<file path="src/rtl/core/oams_pkg.sv">
`default_nettype none
package oams_pkg;

	// Largest backward run in a dead-end escape
	localparam int MAX_BACKUP = 16;
	// Pending run length: up to MAX_BACKUP backward moves, a turn and a forward
	localparam int CNT_W = $clog2(MAX_BACKUP + 2);

	localparam int DRIVE_W    = 3;
	localparam int CLEAN_W    = 2;
	localparam int BOOST_W    = 16;
	localparam int BACKUP_W   = 5;
	localparam int IN_TDATA_W  = 8;
	localparam int OUT_TDATA_W = 8;
	localparam int APB_AW     = 3;
	localparam int APB_DW     = 32;

	localparam logic [BOOST_W-1:0]  BOOST_DURATION_RST = 16'd20;
	localparam logic [BACKUP_W-1:0] BACKUP_TICKS_RST   = 5'd3;

	// Register select, taken from paddr[2]
	localparam logic REG_BOOST_DURATION = 1'b0;
	localparam logic REG_BACKUP_TICKS   = 1'b1;

	typedef enum logic [DRIVE_W-1:0] {
		DRV_FWD   = 3'd0,
		DRV_BACK  = 3'd1,
		DRV_LEFT  = 3'd2,
		DRV_RIGHT = 3'd3,
		DRV_STOP  = 3'd4
	} drive_t;

	typedef enum logic [CLEAN_W-1:0] {
		CLN_OFF    = 2'd0,
		CLN_NORMAL = 2'd1,
		CLN_BOOST  = 2'd2
	} cleaner_t;

endpackage
`default_nettype wire

</file>
<file path="src/rtl/core/obstacle_avoid_maneuver_sequencer.sv">
`default_nettype none
// Obstacle-avoidance maneuver sequencer.
//
// Input stream (s_axis_*): one item per tick carrying the dust flag and the
// front, left and right obstacle flags. Output stream (m_axis_*): one item per
// input item carrying the drive command and the cleaner command.
// The APB port writes boost_duration (address 0) and backup_ticks (address 4);
// it must be written only while the block is idle; the block does not enforce this.
//
// Each accepted item passes through the input register and then the result
// register; m_axis_tvalid rises when the result register is loaded. The
// block takes one item per cycle while the receiver does not stall, with the
// pending-run counter and the boost countdown between those two registers
// updated once per item.
//
// Reset clears the pending run, the boost countdown and both valid flags, and
// loads boost_duration = 20, backup_ticks = 3.
// When the receiver stalls, the result register holds its item and the input
// register holds the next one; s_axis_tready drops only when both are full.
module obstacle_avoid_maneuver_sequencer (
	input  wire                                   clk,
	input  wire                                   arst_n,
	// Input item
	input  wire                                   s_axis_tvalid,
	output logic                                  s_axis_tready,
	// [0] dust_seen, [1] blocked_front, [2] blocked_left, [3] blocked_right
	input  wire  [oams_pkg::IN_TDATA_W-1:0]       s_axis_tdata,
	// Result item
	output logic                                  m_axis_tvalid,
	input  wire                                   m_axis_tready,
	// [2:0] drive, [4:3] cleaner
	output logic [oams_pkg::OUT_TDATA_W-1:0]      m_axis_tdata,
	// Configuration
	input  wire                                   psel,
	input  wire                                   penable,
	input  wire                                   pwrite,
	input  wire  [oams_pkg::APB_AW-1:0]           paddr,
	input  wire  [oams_pkg::APB_DW-1:0]           pwdata,
	output logic [oams_pkg::APB_DW-1:0]           prdata,
	output logic                                  pready
);
	import oams_pkg::*;

	// Configuration registers
	logic [BOOST_W-1:0]  boost_dur_q;
	logic [BACKUP_W-1:0] backup_q;
	logic                cfg_wr;

	// Input stage
	logic valid_s1;
	logic dust_s1, front_s1, left_s1, right_s1;

	// Result stage
	logic                out_valid_q;
	drive_t              drive_q;
	cleaner_t            cleaner_q;

	// Sequencer state. The pending run is always a tail of
	// "backward x n, turn, forward", so the stack reduces to a count of moves
	// left and the direction of the turn: with k moves left the next one is
	// forward when k = 1, the turn when k = 2, backward otherwise.
	logic [CNT_W-1:0]   cnt_q;
	logic               turn_right_q;
	logic [BOOST_W-1:0] boost_left_q;

	logic               advance;
	logic [BOOST_W-1:0] boost_eff;
	logic               use_boost;
	logic [CNT_W-1:0]   n_sat;
	logic [CNT_W-1:0]   cnt_d;
	logic               turn_d;
	logic [BOOST_W-1:0] boost_d;
	drive_t             drive_c;
	cleaner_t           cleaner_c;

	// ---------------- configuration port ----------------
	assign pready = 1'b1;
	assign cfg_wr = psel & penable & pwrite & pready;

	always_ff @(posedge clk or negedge arst_n) begin
		if (!arst_n) begin
			boost_dur_q <= BOOST_DURATION_RST;
			backup_q    <= BACKUP_TICKS_RST;
		end else if (cfg_wr) begin
			if (paddr[2] == REG_BOOST_DURATION) begin
				boost_dur_q <= pwdata[BOOST_W-1:0];
			end else begin
				backup_q <= pwdata[BACKUP_W-1:0];
			end
		end
	end

	always_comb begin
		if (paddr[2] == REG_BACKUP_TICKS) begin
			prdata = {{(APB_DW-BACKUP_W){1'b0}}, backup_q};
		end else begin
			prdata = {{(APB_DW-BOOST_W){1'b0}}, boost_dur_q};
		end
	end

	// ---------------- handshake ----------------
	// Advance the input stage whenever the result register is free or drains.
	assign advance       = valid_s1 & (~out_valid_q | m_axis_tready);
	assign s_axis_tready = ~valid_s1 | advance;

	always_ff @(posedge clk or negedge arst_n) begin
		if (!arst_n) begin
			valid_s1 <= 1'b0;
		end else if (s_axis_tready) begin
			valid_s1 <= s_axis_tvalid;
		end
	end

	always_ff @(posedge clk) begin
		if (s_axis_tready && s_axis_tvalid) begin
			dust_s1  <= s_axis_tdata[0];
			front_s1 <= s_axis_tdata[1];
			left_s1  <= s_axis_tdata[2];
			right_s1 <= s_axis_tdata[3];
		end
	end

	// ---------------- decision logic ----------------
	// Saturate the backward run length
	assign n_sat = (int'(backup_q) > MAX_BACKUP) ? CNT_W'(MAX_BACKUP) : CNT_W'(backup_q);

	always_comb begin
		// Dust reloads the countdown before anything else this tick
		boost_eff = dust_s1 ? boost_dur_q : boost_left_q;
		use_boost = 1'b0;
		drive_c   = DRV_FWD;
		cleaner_c = CLN_NORMAL;
		cnt_d     = cnt_q;
		turn_d    = turn_right_q;
		if (cnt_q != '0) begin
			// Pop the next pending move; obstacles are ignored
			cnt_d = cnt_q - 1'b1;
			if (cnt_d == '0) begin
				use_boost = (boost_eff != '0);
			end else if (cnt_d == CNT_W'(1)) begin
				drive_c   = turn_right_q ? DRV_RIGHT : DRV_LEFT;
				cleaner_c = CLN_OFF;
			end else begin
				drive_c   = DRV_BACK;
				cleaner_c = CLN_OFF;
			end
		end else if (!front_s1) begin
			use_boost = (boost_eff != '0);
		end else if (left_s1 && right_s1) begin
			// Dead end: back up, turn left, then forward
			turn_d    = 1'b0;
			cnt_d     = n_sat + 1'b1;
			cleaner_c = CLN_OFF;
			drive_c   = (n_sat != '0) ? DRV_BACK : DRV_LEFT;
		end else begin
			// Stop, turn away from the blocked side, then forward
			turn_d    = left_s1;
			cnt_d     = CNT_W'(2);
			drive_c   = DRV_STOP;
			cleaner_c = CLN_OFF;
		end
		boost_d = boost_eff;
		if (use_boost) begin
			cleaner_c = CLN_BOOST;
			boost_d   = boost_eff - 1'b1;
		end
	end

	always_ff @(posedge clk or negedge arst_n) begin
		if (!arst_n) begin
			cnt_q        <= '0;
			turn_right_q <= 1'b0;
			boost_left_q <= '0;
		end else if (advance) begin
			cnt_q        <= cnt_d;
			turn_right_q <= turn_d;
			boost_left_q <= boost_d;
		end
	end

	// ---------------- result register ----------------
	always_ff @(posedge clk or negedge arst_n) begin
		if (!arst_n) begin
			out_valid_q <= 1'b0;
		end else if (advance) begin
			out_valid_q <= 1'b1;
		end else if (m_axis_tready) begin
			out_valid_q <= 1'b0;
		end
	end

	always_ff @(posedge clk) begin
		if (advance) begin
			drive_q   <= drive_c;
			cleaner_q <= cleaner_c;
		end
	end

	assign m_axis_tvalid = out_valid_q;
	assign m_axis_tdata  = {{(OUT_TDATA_W-DRIVE_W-CLEAN_W){1'b0}}, cleaner_q, drive_q};

	// ---------------- assertions ----------------
	a_cnt_range: assert property (@(posedge clk) disable iff (!arst_n)
		int'(cnt_q) <= MAX_BACKUP + 1)
		else $error("pending run longer than an escape");

	a_cnt_pop: assert property (@(posedge clk) disable iff (!arst_n)
		advance && cnt_q != '0 |=> cnt_q == $past(cnt_q) - 1'b1)
		else $error("pending run not popped by one");

	a_pop_no_stop: assert property (@(posedge clk) disable iff (!arst_n)
		advance && cnt_q != '0 |-> drive_c != DRV_STOP)
		else $error("stop issued from the pending run");

	a_boost_fwd: assert property (@(posedge clk) disable iff (!arst_n)
		out_valid_q && cleaner_q == CLN_BOOST |-> drive_q == DRV_FWD)
		else $error("boost cleaning on a non-forward move");

endmodule
`default_nettype wire
</file>
<file path="config.mk">
export PLATFORM = sky130hd
export DESIGN_NAME = obstacle_avoid_maneuver_sequencer
export DESIGN_NICKNAME = d
export VERILOG_FILES = /design/src/rtl/core/oams_pkg.sv /design/src/rtl/core/obstacle_avoid_maneuver_sequencer.sv
export SDC_FILE = /design/constraint.sdc
export NUM_CORES = 1
export LEC_CHECK = 0
export ABC_AREA = 1
export BUFFER_PORTS_ARGS = -buffer_cell sky130_fd_sc_hd__buf_2
export CAP_MARGIN = 20
export CORE_MARGIN = 2
export CORE_UTILIZATION = 57
export CTS_CLUSTER_SIZE = 12
export DETAILED_ROUTE_END_ITERATION = 12
export PLACE_DENSITY = 0.85
export RECOVER_POWER = 100
export REMOVE_ABC_BUFFERS = 1
export SLEW_MARGIN = 20
export SYNTH_ARGS = -nofsm -noshare
export SYNTH_HDL_FRONTEND = slang
export SYNTH_SLANG_ARGS = --single-unit
</file>
<file path="constraint.sdc">
create_clock -name clk -period 5.8 [get_ports clk]
set_input_delay 1.16 -clock clk [delete_from_list [all_inputs] [get_ports clk]]
set_output_delay 1.16 -clock clk [all_outputs]
set_load 0.02 [all_outputs]
</file>
==> key figures <==
Run
  – Max Cap Viol: 1

Clock tree
  – Post-CTS Setup Bufs: 0
  – CTS tree: built
  – Post-CTS Hold Buffers: 0
  – Post-CTS resize count: 0
  – Clock tree buffer depth: 2
  – CTS Root Cell: clkbuf_8
  – Clk Latency, worst-skew pair: 0.31 ns
  – Clock-pin slew on the worst setup and hold paths: 0.09 ns
  – Clock Sinks: 54
  – H-Tree Depth: 2
  – CTS Buf Count: 5

Cells and area
  – Fillers: 533
  – Fin area: 3650 sq um
  – Final #Nets: 577
  – Layout cells sized above 1: 11.1%
  – Area of the multi-input gates: 1580 sq um
  – Commonest non-fill, non-tap cell in the layout: nand2_1
  – Register Area: 1400 sq um
  – Most frequent cells in the layout: 153 x nand2_1, 71 x inv_1, 41 x nor2_1, 41 x dfrtp_1, 27 x nand3_1
  – ANT cells: 0
  – Area growth syn-to-layout: 5.15%

Logic synthesis
  – Top cells by area, synth: dfrtp_1 30%, nand2_1 16%, edfxtp_1 7.8%
  – Synth Area in Compound Gates: 8.43%
  – Top cell type's share of synthesized area: between 20 and 30%
  – Multiplexer share of the synthesized area: 0%
  – Synthesized area: between 3000 and 4000 sq um
  – Mapped Cells: 480
  – Part of the Yosys area used for sequential elements: 40.4%
  – Number of synthesized register bits: 54
  – Synth cell types: 41
  – Ys Warns: 0
  – Syn Area/Cell: 7.23 sq um
  – Largest family of logic cells by synthesized area: simple AND/OR/NAND/NOR gates
  – Synth Area in Adders: between 2 and 2.5%
  – Post-synth top area cell: dfrtp_1
  – Simple-gate share of the synthesized area: approximately a third
  – XOR/XNOR Fraction of Synth Area: 1.51%

Placement
  – I/O Buffers: 50
  – Placement Cell Area: 3630 sq um
  – RePlAce Congestion: around 0.9
  – Detailed Place HPWL: 5050 um

Critical path
  – CP endpoint kind: register
  – Crit path from: dust_s1$_DFFE_PP_
  – CP startpoint kind: register
  – Slowest cell delay on critical path: 0.92 ns
  – R2r startpoint: dust_s1$_DFFE_PP_
  – CP dominant cell by count: nand2_1
  – CP Data Required Time: 6.00 ns
  – Crit Path Class: register to register
  – CP Cell Sequence: nand2_1, o21a_1, inv_1, ha_1, nand3_4, nor2_1, nand4_1, nand2_1, inv_1, nand2_1, nand2_1, nand2_1, nand2_1
  – Slowest CP cell: edfxtp_1
  – Crit path max fanout: 24
  – WP data arrival: 4.12 ns

Die
  – Die ar.: just under 7000 sq um
  – Rows: 28
  – Die Height: around 82 um
  – Die width: 82.0 um
  – IO Count: 93
  – Initial core utilization: 58.6%
  – CORE AREA: 5920 sq um

GRT
  – Grt ovf: 0
  – GRT Util Overall: a little under a quarter
  – Antenna violations before repair: 0
  – Largest net degree at the start of global routing: 46
  – First-pass GRT wire length: roughly 12000 um
  – Vias in the first global route: 2707

Min path
  – Hold Path Origin: boost_left_q[6]$_DFFE_PN0P_
  – Hold WC Path Type: register to register

Status
  – Status: finished with violations
  – Failing checks: max-capacitance violations, max-slew violations

Drt
  – Vias per cell: 5.11
  – Drt total wl: 6950 um
  – Initial drt markers: 134
  – Antenna Nets Post-Route: 0
  – Via count: 3049
  – Drt wl/cell: ~12 um
  – Initial DRT Pass Iterations: 5
  – Residual DRC: 0

Timing
  – Worst Tran Pin Value: between 2 and 2.5 ns
  – Final Max Tran Viols: 46
  – Unrepaired setup endpoints after global routing: false
  – Final period util: 67.5%
  – Finish-stage setup viols: 0
  – Final min period: around 3.9 ns
  – Max Fclk: 255 MHz
  – Worst slew margin: -58.1%
  – Clock Skews: 0.00696 ns
  – Setup TNS: 0 ns
  – Final Hold Viols: 0

Power
  – Peak supply drop: 0.000174 V
  – Leak Pwr: 1.94 nW
  – Cell Pwr Density: 374 nW/um^2
==> report_power, final <==
group	leakage, nW	internal, mW	switching (mW)	total [mW]
Clock	0.0483	0.0853	0.126	0.211
Combinational	1.28	0.184	0.402	0.586
Sequential	0.611	0.503	0.0661	0.569
==> metrics by stage <==
stage	power [mW]	hold slack (ns)	worst slack [ns]	utilization [%]	std cells
after floorplan	1.02	0.449	2.99	-	464
after global placement	1.14	0.461	2.39	61.4	589
after detailed placement	1.17	0.465	2.30	61.4	589
after CTS	1.39	0.495	2.63	62.8	597
after global routing	1.49	0.513	1.51	61.7	597
final	1.37	0.491	1.88	61.7	597
==> final cells by class <==
| class | count | share of cell area [%] |
|---|---|---|
| sequential | 54 | 38.4 |
| timing repair buffer | 50 | 6.00 |
| clock buffer | 5 | 1.88 |
| clock inverter | 3 | 0.514 |
| multi-input combinational | 338 | 43.2 |
| tap | 75 | 2.57 |
| inverter | 72 | 7.40 |
==> final timing paths <==
| check | endpoint | slack [ns] | depth (start not counted) |
|---|---|---|---|
| max in group asynchronous | boost_left_q[3]$_DFFE_PN0P_ | 2.89 | 1 |
| worst min register to register | boost_left_q[6]$_DFFE_PN0P_ | 0.49 | 2 |
| min in group asynchronous | m_axis_tvalid$_DFFE_PN0P_ | 1.55 | 1 |
| worst max-delay path | boost_left_q[7]$_DFFE_PN0P_ | 1.88 | 13 |
| worst max register to register | boost_left_q[7]$_DFFE_PN0P_ | 1.88 | 13 |
| worst min-delay path | boost_left_q[6]$_DFFE_PN0P_ | 0.49 | 2 |
==> kinds of logic after synthesis <==
logic type	count (synthesis)
AND/OR/NAND/NOR	253
buffers and inverters	106
flip-flops	54
AO/OA/AOI/OAI	53
XOR/XNOR	6
adder cells (fa/ha/maj)	6
other	2
==> worst max-delay path: cells and delay by family (launching register included) <==
kind / cells / cell delay (ns)
and+or+nand+nor: 9 / 2.09
buffers and inverters: 2 / 0.37
DFF: 1 / 0.92
adders and majority gates: 1 / 0.22
AOI/OAI and AO/OA: 1 / 0.18
==> cells in the mapped netlist (all sizes together) <==
library cell	n
a21oi	14
a22oi	1
a31oi	1
a32o	1
and3	2
buf	29
clkbuf	5
clkinv	1
conb	2
dfrtp	41
dfstp	4
edfxtp	9
ha	6
inv	71
nand2	166
nand3	28
nand3b	1
nand4	9
nor2	44
nor3	2
o21a	1
o21ai	32
o22ai	2
o31ai	1
or2	1
xnor2	1
xor2	5
==> routing by layer <==
metal  part of all wire (%)  routed length (um)  track usage (%)
met5                      0                   0                0
met4                    1.7                 119             8.67
met3                    5.9                 408             3.30
met2                     47                3290             37.6
met1                     45                3130             31.2
==> registers in the layout, summed over array words and instances, names as in the netlist, 2 cells and up <==
signal,cells
boost_left_q,16
cleaner_q,2
backup_q,5
boost_dur_q,16
cnt_q,5
drive_q,3
(Power assumes the default switching activity.)
